$ cat src/sv/iee_pkg.sv
`default_nettype none

package iee_pkg;

	localparam int STACK_DEPTH_DEF = 16;

	// ascii codes of the accepted characters
	localparam logic [7:0] CH_ZERO  = 8'h30;
	localparam logic [7:0] CH_NINE  = 8'h39;
	localparam logic [7:0] CH_PLUS  = 8'h2B;
	localparam logic [7:0] CH_MINUS = 8'h2D;
	localparam logic [7:0] CH_STAR  = 8'h2A;
	localparam logic [7:0] CH_SLASH = 8'h2F;

	// operator codes, bit 1 is the precedence level
	localparam logic [1:0] OP_ADD = 2'd0;
	localparam logic [1:0] OP_SUB = 2'd1;
	localparam logic [1:0] OP_MUL = 2'd2;
	localparam logic [1:0] OP_DIV = 2'd3;

	// result status codes
	localparam logic [1:0] ST_OK      = 2'd0;
	localparam logic [1:0] ST_DIV0    = 2'd1;
	localparam logic [1:0] ST_STACK   = 2'd2;
	localparam logic [1:0] ST_BADCHAR = 2'd3;

	typedef struct packed {
		logic       take;
		logic       push_val;
		logic       push_op;
		logic       pop_op;
		logic       reduce_wb;
		logic       sel_div;
		logic       div_start;
		logic       set_err;
		logic [1:0] err_code;
		logic       load_out;
	} iee_cmd_t;

	typedef struct packed {
		logic is_digit;
		logic is_op;
		logic last;
		logic err_nz;
		logic vc_full;
		logic vc_lt2;
		logic oc_full;
		logic oc_zero;
		logic prec_ge;
		logic top_is_div;
		logic rhs_zero;
		logic div_done;
		logic out_free;
	} iee_sts_t;

endpackage

`default_nettype wire

$ cat src/sv/iee_div.sv
`default_nettype none

module iee_div (
	input  wire logic       clk,
	input  wire logic       arst_n,
	input  wire logic       start,
	input  wire logic [7:0] dividend,
	input  wire logic [7:0] divisor,
	output logic            done,
	output logic [7:0]      quotient
);
	import iee_pkg::*;

	localparam logic [3:0] DIV_STEPS = 4'd8;

	logic [7:0] rem_q;
	logic [7:0] quo_q;
	logic [7:0] den_q;
	logic       neg_q;
	logic [3:0] cnt_q;

	logic [7:0] a_mag;
	logic [7:0] b_mag;
	logic [8:0] shifted;
	logic [9:0] diff;
	logic       ge;

	// magnitude of -128 is 128, which still fits unsigned
	assign a_mag = dividend[7] ? 8'(-dividend) : dividend;
	assign b_mag = divisor[7] ? 8'(-divisor) : divisor;

	assign shifted = {1'b0, rem_q} << 1 | {8'd0, quo_q[7]};
	assign diff    = {1'b0, shifted} - {2'b00, den_q};
	assign ge      = ~diff[9];

	always_ff @(posedge clk or negedge arst_n) begin
		if (!arst_n) begin
			cnt_q <= DIV_STEPS;
		end else if (start) begin
			cnt_q <= '0;
		end else if (cnt_q != DIV_STEPS) begin
			cnt_q <= cnt_q + 4'd1;
		end
	end

	// restoring division, one quotient bit per cycle
	always_ff @(posedge clk) begin
		if (start) begin
			rem_q <= '0;
			quo_q <= a_mag;
			den_q <= b_mag;
			neg_q <= dividend[7] ^ divisor[7];
		end else if (cnt_q != DIV_STEPS) begin
			rem_q <= ge ? diff[7:0] : shifted[7:0];
			quo_q <= {quo_q[6:0], ge};
		end
	end

	assign done     = (cnt_q == DIV_STEPS);
	assign quotient = neg_q ? 8'(-quo_q) : quo_q;

endmodule

`default_nettype wire

$ cat src/sv/iee_dp.sv
`default_nettype none

module iee_dp #(
	parameter int STACK_DEPTH = iee_pkg::STACK_DEPTH_DEF
) (
	input  wire logic              clk,
	input  wire logic              arst_n,
	input  wire iee_pkg::iee_cmd_t cmd,
	output iee_pkg::iee_sts_t      sts,
	input  wire logic [7:0]        symbol,
	input  wire logic              last,
	output logic                   out_valid,
	input  wire logic              out_ready,
	output logic signed [7:0]      value,
	output logic [1:0]             status
);
	import iee_pkg::*;

	localparam int AW = $clog2(STACK_DEPTH);
	localparam int CW = $clog2(STACK_DEPTH + 1);

	logic [7:0] vs_mem [STACK_DEPTH];
	logic [1:0] os_mem [STACK_DEPTH];

	logic [7:0]    sym_q;
	logic          last_q;
	logic [CW-1:0] vc_q;
	logic [CW-1:0] oc_q;
	logic [1:0]    err_q;
	logic [7:0]    vtop_q;
	logic [7:0]    vnext_q;
	logic [1:0]    otop_q;
	logic          out_valid_q;
	logic [7:0]    value_q;
	logic [1:0]    status_q;

	logic          is_digit;
	logic          is_op;
	logic [1:0]    op_code;
	logic [7:0]    digit;
	logic [CW-1:0] vc_m1;
	logic [CW-1:0] vc_m2;
	logic [CW-1:0] oc_m1;
	logic [AW-1:0] vtop_addr;
	logic [AW-1:0] vnext_addr;
	logic [AW-1:0] otop_addr;
	logic [15:0]   prod;
	logic [7:0]    alu_res;
	logic [7:0]    wb_data;
	logic          div_done;
	logic [7:0]    div_quo;
	logic          fin_ok;
	logic [1:0]    fin_status;

	always_comb begin
		is_digit = sym_q inside {[CH_ZERO:CH_NINE]};
		is_op    = 1'b1;
		op_code  = OP_ADD;
		case (sym_q)
			CH_PLUS: begin
				op_code = OP_ADD;
			end
			CH_MINUS: begin
				op_code = OP_SUB;
			end
			CH_STAR: begin
				op_code = OP_MUL;
			end
			CH_SLASH: begin
				op_code = OP_DIV;
			end
			default: begin
				is_op = 1'b0;
			end
		endcase
	end

	assign digit = sym_q - CH_ZERO;

	// stack tops, meaningful only when the count covers them
	assign vc_m1      = vc_q - CW'(1);
	assign vc_m2      = vc_q - CW'(2);
	assign oc_m1      = oc_q - CW'(1);
	assign vtop_addr  = vc_m1[AW-1:0];
	assign vnext_addr = vc_m2[AW-1:0];
	assign otop_addr  = oc_m1[AW-1:0];

	assign prod = 16'(vnext_q) * 16'(vtop_q);

	always_comb begin
		case (otop_q)
			OP_ADD: begin
				alu_res = vnext_q + vtop_q;
			end
			OP_SUB: begin
				alu_res = vnext_q - vtop_q;
			end
			OP_MUL: begin
				alu_res = prod[7:0];
			end
			default: begin
				alu_res = div_quo;
			end
		endcase
	end

	assign wb_data = cmd.sel_div ? div_quo : alu_res;

	iee_div u_div (
		.clk      (clk),
		.arst_n   (arst_n),
		.start    (cmd.div_start),
		.dividend (vnext_q),
		.divisor  (vtop_q),
		.done     (div_done),
		.quotient (div_quo)
	);

	always_ff @(posedge clk) begin
		if (cmd.take) begin
			sym_q  <= symbol;
			last_q <= last;
		end
	end

	always_ff @(posedge clk) begin
		if (cmd.push_val) begin
			vs_mem[vc_q[AW-1:0]] <= digit;
		end else if (cmd.reduce_wb) begin
			vs_mem[vnext_addr] <= wb_data;
		end
		if (cmd.push_op) begin
			os_mem[oc_q[AW-1:0]] <= op_code;
		end
		vtop_q  <= vs_mem[vtop_addr];
		vnext_q <= vs_mem[vnext_addr];
		otop_q  <= os_mem[otop_addr];
	end

	always_ff @(posedge clk or negedge arst_n) begin
		if (!arst_n) begin
			vc_q  <= '0;
			oc_q  <= '0;
			err_q <= ST_OK;
		end else if (cmd.load_out) begin
			vc_q  <= '0;
			oc_q  <= '0;
			err_q <= ST_OK;
		end else begin
			if (cmd.push_val) begin
				vc_q <= vc_q + CW'(1);
			end else if (cmd.reduce_wb) begin
				vc_q <= vc_m1;
			end
			if (cmd.push_op) begin
				oc_q <= oc_q + CW'(1);
			end else if (cmd.pop_op) begin
				oc_q <= oc_m1;
			end
			// first error wins
			if (cmd.set_err && err_q == ST_OK) begin
				err_q <= cmd.err_code;
			end
		end
	end

	assign fin_ok     = (err_q == ST_OK) && (vc_q == CW'(1));
	assign fin_status = (err_q != ST_OK) ? err_q : (fin_ok ? ST_OK : ST_STACK);

	always_ff @(posedge clk or negedge arst_n) begin
		if (!arst_n) begin
			out_valid_q <= 1'b0;
		end else if (cmd.load_out) begin
			out_valid_q <= 1'b1;
		end else if (out_ready) begin
			out_valid_q <= 1'b0;
		end
	end

	always_ff @(posedge clk) begin
		if (cmd.load_out) begin
			value_q  <= fin_ok ? vtop_q : 8'd0;
			status_q <= fin_status;
		end
	end

	assign out_valid = out_valid_q;
	assign value     = value_q;
	assign status    = status_q;

	always_comb begin
		sts.is_digit   = is_digit;
		sts.is_op      = is_op;
		sts.last       = last_q;
		sts.err_nz     = (err_q != ST_OK);
		sts.vc_full    = (vc_q == CW'(STACK_DEPTH));
		sts.vc_lt2     = (vc_q < CW'(2));
		sts.oc_full    = (oc_q == CW'(STACK_DEPTH));
		sts.oc_zero    = (oc_q == '0);
		sts.prec_ge    = (otop_q[1] >= op_code[1]);
		sts.top_is_div = (otop_q == OP_DIV);
		sts.rhs_zero   = (vtop_q == 8'd0);
		sts.div_done   = div_done;
		sts.out_free   = ~out_valid_q | out_ready;
	end

endmodule

`default_nettype wire

$ cat src/sv/iee_ctrl.sv
`default_nettype none

module iee_ctrl (
	input  wire logic              clk,
	input  wire logic              arst_n,
	input  wire logic              in_valid,
	output logic                   in_ready,
	input  wire iee_pkg::iee_sts_t sts,
	output iee_pkg::iee_cmd_t      cmd
);
	import iee_pkg::*;

	localparam logic [2:0] S_IDLE = 3'd0;
	localparam logic [2:0] S_DEC  = 3'd1;
	localparam logic [2:0] S_CHK  = 3'd2;
	localparam logic [2:0] S_RED  = 3'd3;
	localparam logic [2:0] S_DIV  = 3'd4;
	localparam logic [2:0] S_WAIT = 3'd5;
	localparam logic [2:0] S_DONE = 3'd6;

	localparam logic PH_OP  = 1'b0;
	localparam logic PH_FIN = 1'b1;

	logic [2:0] state_q;
	logic [2:0] state_d;
	logic       phase_q;
	logic       phase_d;
	logic [2:0] after_err;

	// an error ends the symbol; only the final character produces output
	assign after_err = sts.last ? S_DONE : S_IDLE;
	assign in_ready  = (state_q == S_IDLE);

	always_comb begin
		state_d = state_q;
		phase_d = phase_q;
		cmd     = '0;
		case (state_q)
			S_IDLE: begin
				if (in_valid) begin
					cmd.take = 1'b1;
					state_d  = S_DEC;
				end
			end
			S_DEC: begin
				if (sts.err_nz) begin
					state_d = after_err;
				end else if (sts.is_digit) begin
					if (sts.vc_full) begin
						cmd.set_err  = 1'b1;
						cmd.err_code = ST_STACK;
						state_d      = after_err;
					end else begin
						cmd.push_val = 1'b1;
						phase_d      = PH_FIN;
						state_d      = sts.last ? S_WAIT : S_IDLE;
					end
				end else if (sts.is_op) begin
					phase_d = PH_OP;
					state_d = S_CHK;
				end else begin
					cmd.set_err  = 1'b1;
					cmd.err_code = ST_BADCHAR;
					state_d      = after_err;
				end
			end
			S_CHK: begin
				if (phase_q == PH_OP) begin
					if (!sts.oc_zero && sts.prec_ge) begin
						state_d = S_RED;
					end else if (sts.oc_full) begin
						cmd.set_err  = 1'b1;
						cmd.err_code = ST_STACK;
						state_d      = after_err;
					end else begin
						cmd.push_op = 1'b1;
						phase_d     = PH_FIN;
						state_d     = sts.last ? S_WAIT : S_IDLE;
					end
				end else if (!sts.oc_zero) begin
					state_d = S_RED;
				end else begin
					state_d = S_DONE;
				end
			end
			S_RED: begin
				cmd.pop_op = 1'b1;
				if (sts.vc_lt2) begin
					cmd.set_err  = 1'b1;
					cmd.err_code = ST_STACK;
					state_d      = after_err;
				end else if (sts.top_is_div) begin
					if (sts.rhs_zero) begin
						cmd.set_err  = 1'b1;
						cmd.err_code = ST_DIV0;
						state_d      = after_err;
					end else begin
						cmd.div_start = 1'b1;
						state_d       = S_DIV;
					end
				end else begin
					cmd.reduce_wb = 1'b1;
					state_d       = S_WAIT;
				end
			end
			S_DIV: begin
				if (sts.div_done) begin
					cmd.reduce_wb = 1'b1;
					cmd.sel_div   = 1'b1;
					state_d       = S_WAIT;
				end
			end
			S_WAIT: begin
				// lets the registered stack reads catch up with the counts
				state_d = S_CHK;
			end
			S_DONE: begin
				if (sts.out_free) begin
					cmd.load_out = 1'b1;
					state_d      = S_IDLE;
				end
			end
			default: begin
				state_d = S_IDLE;
			end
		endcase
	end

	always_ff @(posedge clk or negedge arst_n) begin
		if (!arst_n) begin
			state_q <= S_IDLE;
			phase_q <= PH_OP;
		end else begin
			state_q <= state_d;
			phase_q <= phase_d;
		end
	end

endmodule

`default_nettype wire

$ cat src/sv/infix_expression_evaluator.sv
// channel | signals                 | direction | transfer when
// --------+-------------------------+-----------+----------------------
// input   | in_valid, symbol, last  | in        | in_valid & in_ready
// output  | out_valid, value, status| out       | out_valid & out_ready
//
// one character at a time: a digit, a bad character or a sticky-error skip
// ends in decode, an operator push also passes the check state, and each
// stacked operator reduced (+ - *, or / via the 8-step restoring divider)
// adds a pass through the reduce states; the final character adds the
// finish plus its reductions, fewer when an error cuts it short. the loop
// is the reduce sequence around the stack memories (registered reads).
// reset (arst_n low) empties both stacks and clears the error at once.
// a result waits in the output register; the next expression proceeds
// and only stalls at its own final character while that register is full.
`default_nettype none

module infix_expression_evaluator #(
	parameter int STACK_DEPTH = iee_pkg::STACK_DEPTH_DEF
) (
	input  wire logic        clk,
	input  wire logic        arst_n,
	input  wire logic        in_valid,
	output logic             in_ready,
	input  wire logic [7:0]  symbol,
	input  wire logic        last,
	output logic             out_valid,
	input  wire logic        out_ready,
	output logic signed [7:0] value,
	output logic [1:0]       status
);
	import iee_pkg::*;

	iee_cmd_t cmd;
	iee_sts_t sts;

	iee_ctrl u_ctrl (
		.clk      (clk),
		.arst_n   (arst_n),
		.in_valid (in_valid),
		.in_ready (in_ready),
		.sts      (sts),
		.cmd      (cmd)
	);

	iee_dp #(
		.STACK_DEPTH (STACK_DEPTH)
	) u_dp (
		.clk       (clk),
		.arst_n    (arst_n),
		.cmd       (cmd),
		.sts       (sts),
		.symbol    (symbol),
		.last      (last),
		.out_valid (out_valid),
		.out_ready (out_ready),
		.value     (value),
		.status    (status)
	);

`ifndef SYNTHESIS
	a_load_free: assert property (@(posedge clk) disable iff (!arst_n)
		cmd.load_out |-> (!out_valid || out_ready))
		else $error("result loaded over an untaken result");

	a_one_item: assert property (@(posedge clk) disable iff (!arst_n)
		(in_valid && in_ready) |=> !in_ready)
		else $error("second character taken while one is in work");

	a_reduce_two: assert property (@(posedge clk) disable iff (!arst_n)
		cmd.reduce_wb |-> !sts.vc_lt2)
		else $error("reduction written back with fewer than two values");

	a_push_room: assert property (@(posedge clk) disable iff (!arst_n)
		cmd.push_val |-> (!sts.vc_full && !sts.err_nz))
		else $error("value pushed onto full stack or after an error");
`endif

endmodule

`default_nettype wire

$ cat config.mk
export PLATFORM = sky130hd
export DESIGN_NAME = infix_expression_evaluator
export DESIGN_NICKNAME = d
export VERILOG_FILES = /design/src/sv/iee_pkg.sv /design/src/sv/iee_div.sv /design/src/sv/iee_dp.sv /design/src/sv/iee_ctrl.sv /design/src/sv/infix_expression_evaluator.sv
export SDC_FILE = /design/constraint.sdc
export NUM_CORES = 1
export LEC_CHECK = 0
export BUFFER_PORTS_ARGS = -buffer_cell sky130_fd_sc_hd__buf_2
export CORE_UTILIZATION = 40
export CTS_CLUSTER_SIZE = 24
export DETAILED_ROUTE_END_ITERATION = 7
export PLACE_DENSITY = 0.51
export SLEW_MARGIN = 0
export SYNTH_ARGS = -nofsm -noshare
export SYNTH_HDL_FRONTEND = slang
export SYNTH_SLANG_ARGS = --single-unit
$ cat constraint.sdc
create_clock -name clk -period 6.6 [get_ports clk]
set_clock_uncertainty 0.05 [all_clocks]
set_input_delay 1.65 -clock clk [delete_from_list [all_inputs] [get_ports clk]]
set_output_delay 1.65 -clock clk [all_outputs]
set_load 0.02 [all_outputs]
==> impl_metrics.json <==
{
  "status": "finished, final reports clean",
  "synth-edff-count": 196,
  "fillers": 2997,
  "drive_gt1_share_pct": 18.0,
  "reg2reg_to": "u_dp.vs_mem[2][7]",
  "overflow": 0,
  "cts_buffers": 28,
  "cp-start-kind": "flip-flop",
  "required_ns": 6.93,
  "place.gp.congestion": 0.830,
  "fin_nets": 1094,
  "synth_mux_area_share_pct": 16.1,
  "dp_hpwl_um": 21800,
  "hold_viol": 0,
  "clock-sinks": 243,
  "cts_tree": "done",
  "htree_num_levels": 1,
  "synth_cells": 991,
  "pin_count": 25,
  "yosysTopAreaCell": "edfxtp_1",
  "dr_wl_met2_um": 15200,
  "ys_ff_latch": 243,
  "synth_area_leaders": "edfxtp_1 (44%), mux4_2 (15%), ha_1 (4.7%)",
  "tightest_slew_ns": 1.14,
  "min_path_type": "reg2reg",
  "r2r_cells": 16,
  "clock_latency_ns": 0.55,
  "dp_slack_ns": 0.825,
  "rsz0062_at_grt": "no",
  "relSlewSlack_pct": 23.5,
  "cp-end-kind": "flip-flop",
  "synth_fa_ha_area_share_pct": 6.85,
  "area_growth_pct": 11.5,
  "wl_um": 31900,
  "clk_pin_slew_worst_paths_ns": 0.06,
  "crit_type": "reg2reg",
  "syn_avg_cell_area_um2": 13.3,
  "yosys.area_share.xor_xnor_pct": 4.38,
  "grt_pass1_vias": 8142,
  "finalSetupViolations": 0,
  "holdBufCountCts": 0,
  "fin_tns_setup_ns": 0,
  "r2r_setup_slack_ns": 1.35,
  "via_per_inst": 5.55,
  "synth_top_area_share_pct": 44.5,
  "ys_warn_count": 0,
  "die_w_um": 184,
  "synth_simple_gate_area_share_pct": 10.7,
  "grtUsageTotal_pct": 19.3,
  "wl_met3_um": 1760,
  "drt-met1-wl_um": 14200,
  "layout_setup_ws_ns": 1.35,
  "highest-signal-layer": "met5",
  "via_count": 8220,
  "crit_fanout": 14,
  "crit_start": "u_dp.vtop_q[4]",
  "antenna_found_initial": 4,
  "synth_cell_type_count": 66,
  "fp.coreArea_mm2": 0.0325,
  "clockBufferDepth": 3,
  "async_reset_ff_share_pct": 8.64,
  "start_util_pct": 40.7,
  "fmax_ghz": 0.190,
  "drc": 0,
  "timing.final.crit_share_pct": 79.6,
  "grt_max_degree": 68,
  "firstDrtPassIters": 5,
  "drv_cap": 0,
  "ctsResizeCount": 0,
  "min_period_ns": 5.25,
  "crit_end": "u_dp.vs_mem[2][7]",
  "ys_seq_area_share_pct": 52.4,
  "routedWlPerCell_um": 21.5,
  "synth_compound_area_share_pct": 6.35,
  "synthesis.area_mm2": 0.0132,
  "rows": 66,
  "r2r-start": "u_dp.vtop_q[4]",
  "synth_top_family_by_area": "multiplexers",
  "synthTopCellsByCount": "edfxtp_1 (196), mux4_2 (90), nand2_1 (74)",
  "root_buffer": "clkbuf_16",
  "finalMaxSlewViolations": 0,
  "initialDrtViolationCount": 616,
  "synth_fp_nets": 1068,
  "dieArea_mm2": 0.0338,
  "fp.dieH_um": 184,
  "yosysMostFrequentCell": "edfxtp_1",
  "postCtsSetupRepairBufs": 0,
  "grt_pass1_wl_um": 48900,
  "synth_ff_type": "edfxtp_1",
  "placement.io_buffers": 24,
  "arrival_ns": 5.58,
  "final_antenna_net_count": 0
}
==> registers in the layout, indices dropped and copies added, names as in the netlist <==
register / flops
u_dp.u_div.cnt_q: 4
u_dp.vc_q: 5
u_dp.u_div.neg_q: 1
u_dp.u_div.den_q: 8
u_dp.status: 2
u_dp.err_q: 2
u_dp.vnext_q: 8
u_dp.vs_mem: 128
u_dp.otop_q: 2
u_ctrl.state_q: 3
u_dp.oc_q: 5
u_dp.u_div.quo_q: 8
u_dp.out_valid: 1
u_dp.value: 8
u_dp.vtop_q: 8
u_dp.os_mem: 32
u_dp.sym_q: 8
u_dp.last_q: 1
u_dp.u_div.rem_q: 8
u_ctrl.phase_q: 1
==> cell usage in the layout (no fill, tap or decap), types with 9 or more instances in the layout <==
master,count
nor2_1,69
nor3_1,22
dfrtp_1,19
clkbuf_16,29
inv_1,55
dfxtp_1,26
edfxtp_1,196
xor2_1,22
nand2_1,74
nand2b_1,16
xnor2_1,38
buf_4,25
a21oi_1,31
mux4_2,90
mux2i_1,9
and3_1,16
clkinv_1,10
buf_2,24
fa_1,14
and2_1,21
nand3_1,15
o21ai_0,38
ha_1,49
==> metal layers <==
| metal | GRT usage, % | vias up |
|---|---|---|
| met5 | 0 | - |
| met3 | 2.83 | 49 |
| met1 | 27.0 | 4152 |
| li1 | - | 3805 |
| met2 | 31.4 | 212 |
| met4 | 5.53 | 2 |
==> worst min-delay path by stage <==
stage	startpoint	endpoint	slack [ns]	cells past startpoint
after CTS	u_dp.u_div.rem_q[5]	u_dp.u_div.rem_q[5]	0.46	2
after global placement	u_dp.u_div.rem_q[5]	u_dp.u_div.rem_q[5]	0.45	2
after global routing	u_dp.u_div.rem_q[5]	u_dp.u_div.rem_q[5]	0.50	2
after floorplan	u_dp.u_div.rem_q[4]	u_dp.u_div.rem_q[5]	0.43	2
final	u_dp.u_div.rem_q[5]	u_dp.u_div.rem_q[5]	0.46	2
after detailed placement	u_dp.u_div.rem_q[5]	u_dp.u_div.rem_q[5]	0.45	2
==> cell type report <==
class | count | area (um^2) | share of cell area, %
clock inverter | 16 | 105 | 0.713
tap | 442 | 553 | 3.75
sequential | 243 | 6940 | 47.0
timing repair buffer | 49 | 308 | 2.09
clock buffer | 35 | 748 | 5.07
antenna | 1 | 2.50 | 0.0170
multi-input combinational | 638 | 5870 | 39.8
inverter | 57 | 219 | 1.49
==> critical path, cell delays in order (launching register included) <==
cell and delay (ns):
dfxtp_1 0.60, nand2_1 0.17, fa_1 0.47, fa_1 0.54, inv_1 0.05, fa_1 0.47
inv_1 0.05, fa_1 0.52, inv_1 0.04, ha_1 0.31, a21oi_1 0.15, xnor3_1 0.23
xnor3_1 0.45, o32ai_1 0.16, a221oi_1 0.14, a21oi_1 0.41, buf_4 0.28
==> through the flow <==
stage               utilization, %  cells  instance area (um^2)  hold slack [ns]
finish                        45.3   1481                 14700            0.457
global placement              42.7   1428                 13900            0.446
CTS                           45.3   1479                 14700            0.460
detailed placement            42.7   1428                 13900            0.451
global route                  45.3   1481                 14700            0.503
floorplan                        -    991                 13200            0.426
==> cells by family (layout without fill, tap and decap cells) <==
group           count (synthesis)  in the layout
other cells                     0              1
buf+inv                       110            157
flops                         243            243
simple gates                  279            279
compound gates                132            132
mux                           100            100
fa+ha+maj                      64             64
xor+xnor                       63             63
Power is left out: the tool's default activity adds up to more than one toggle a clock period on the data nets, which glitch-free logic cannot reach.
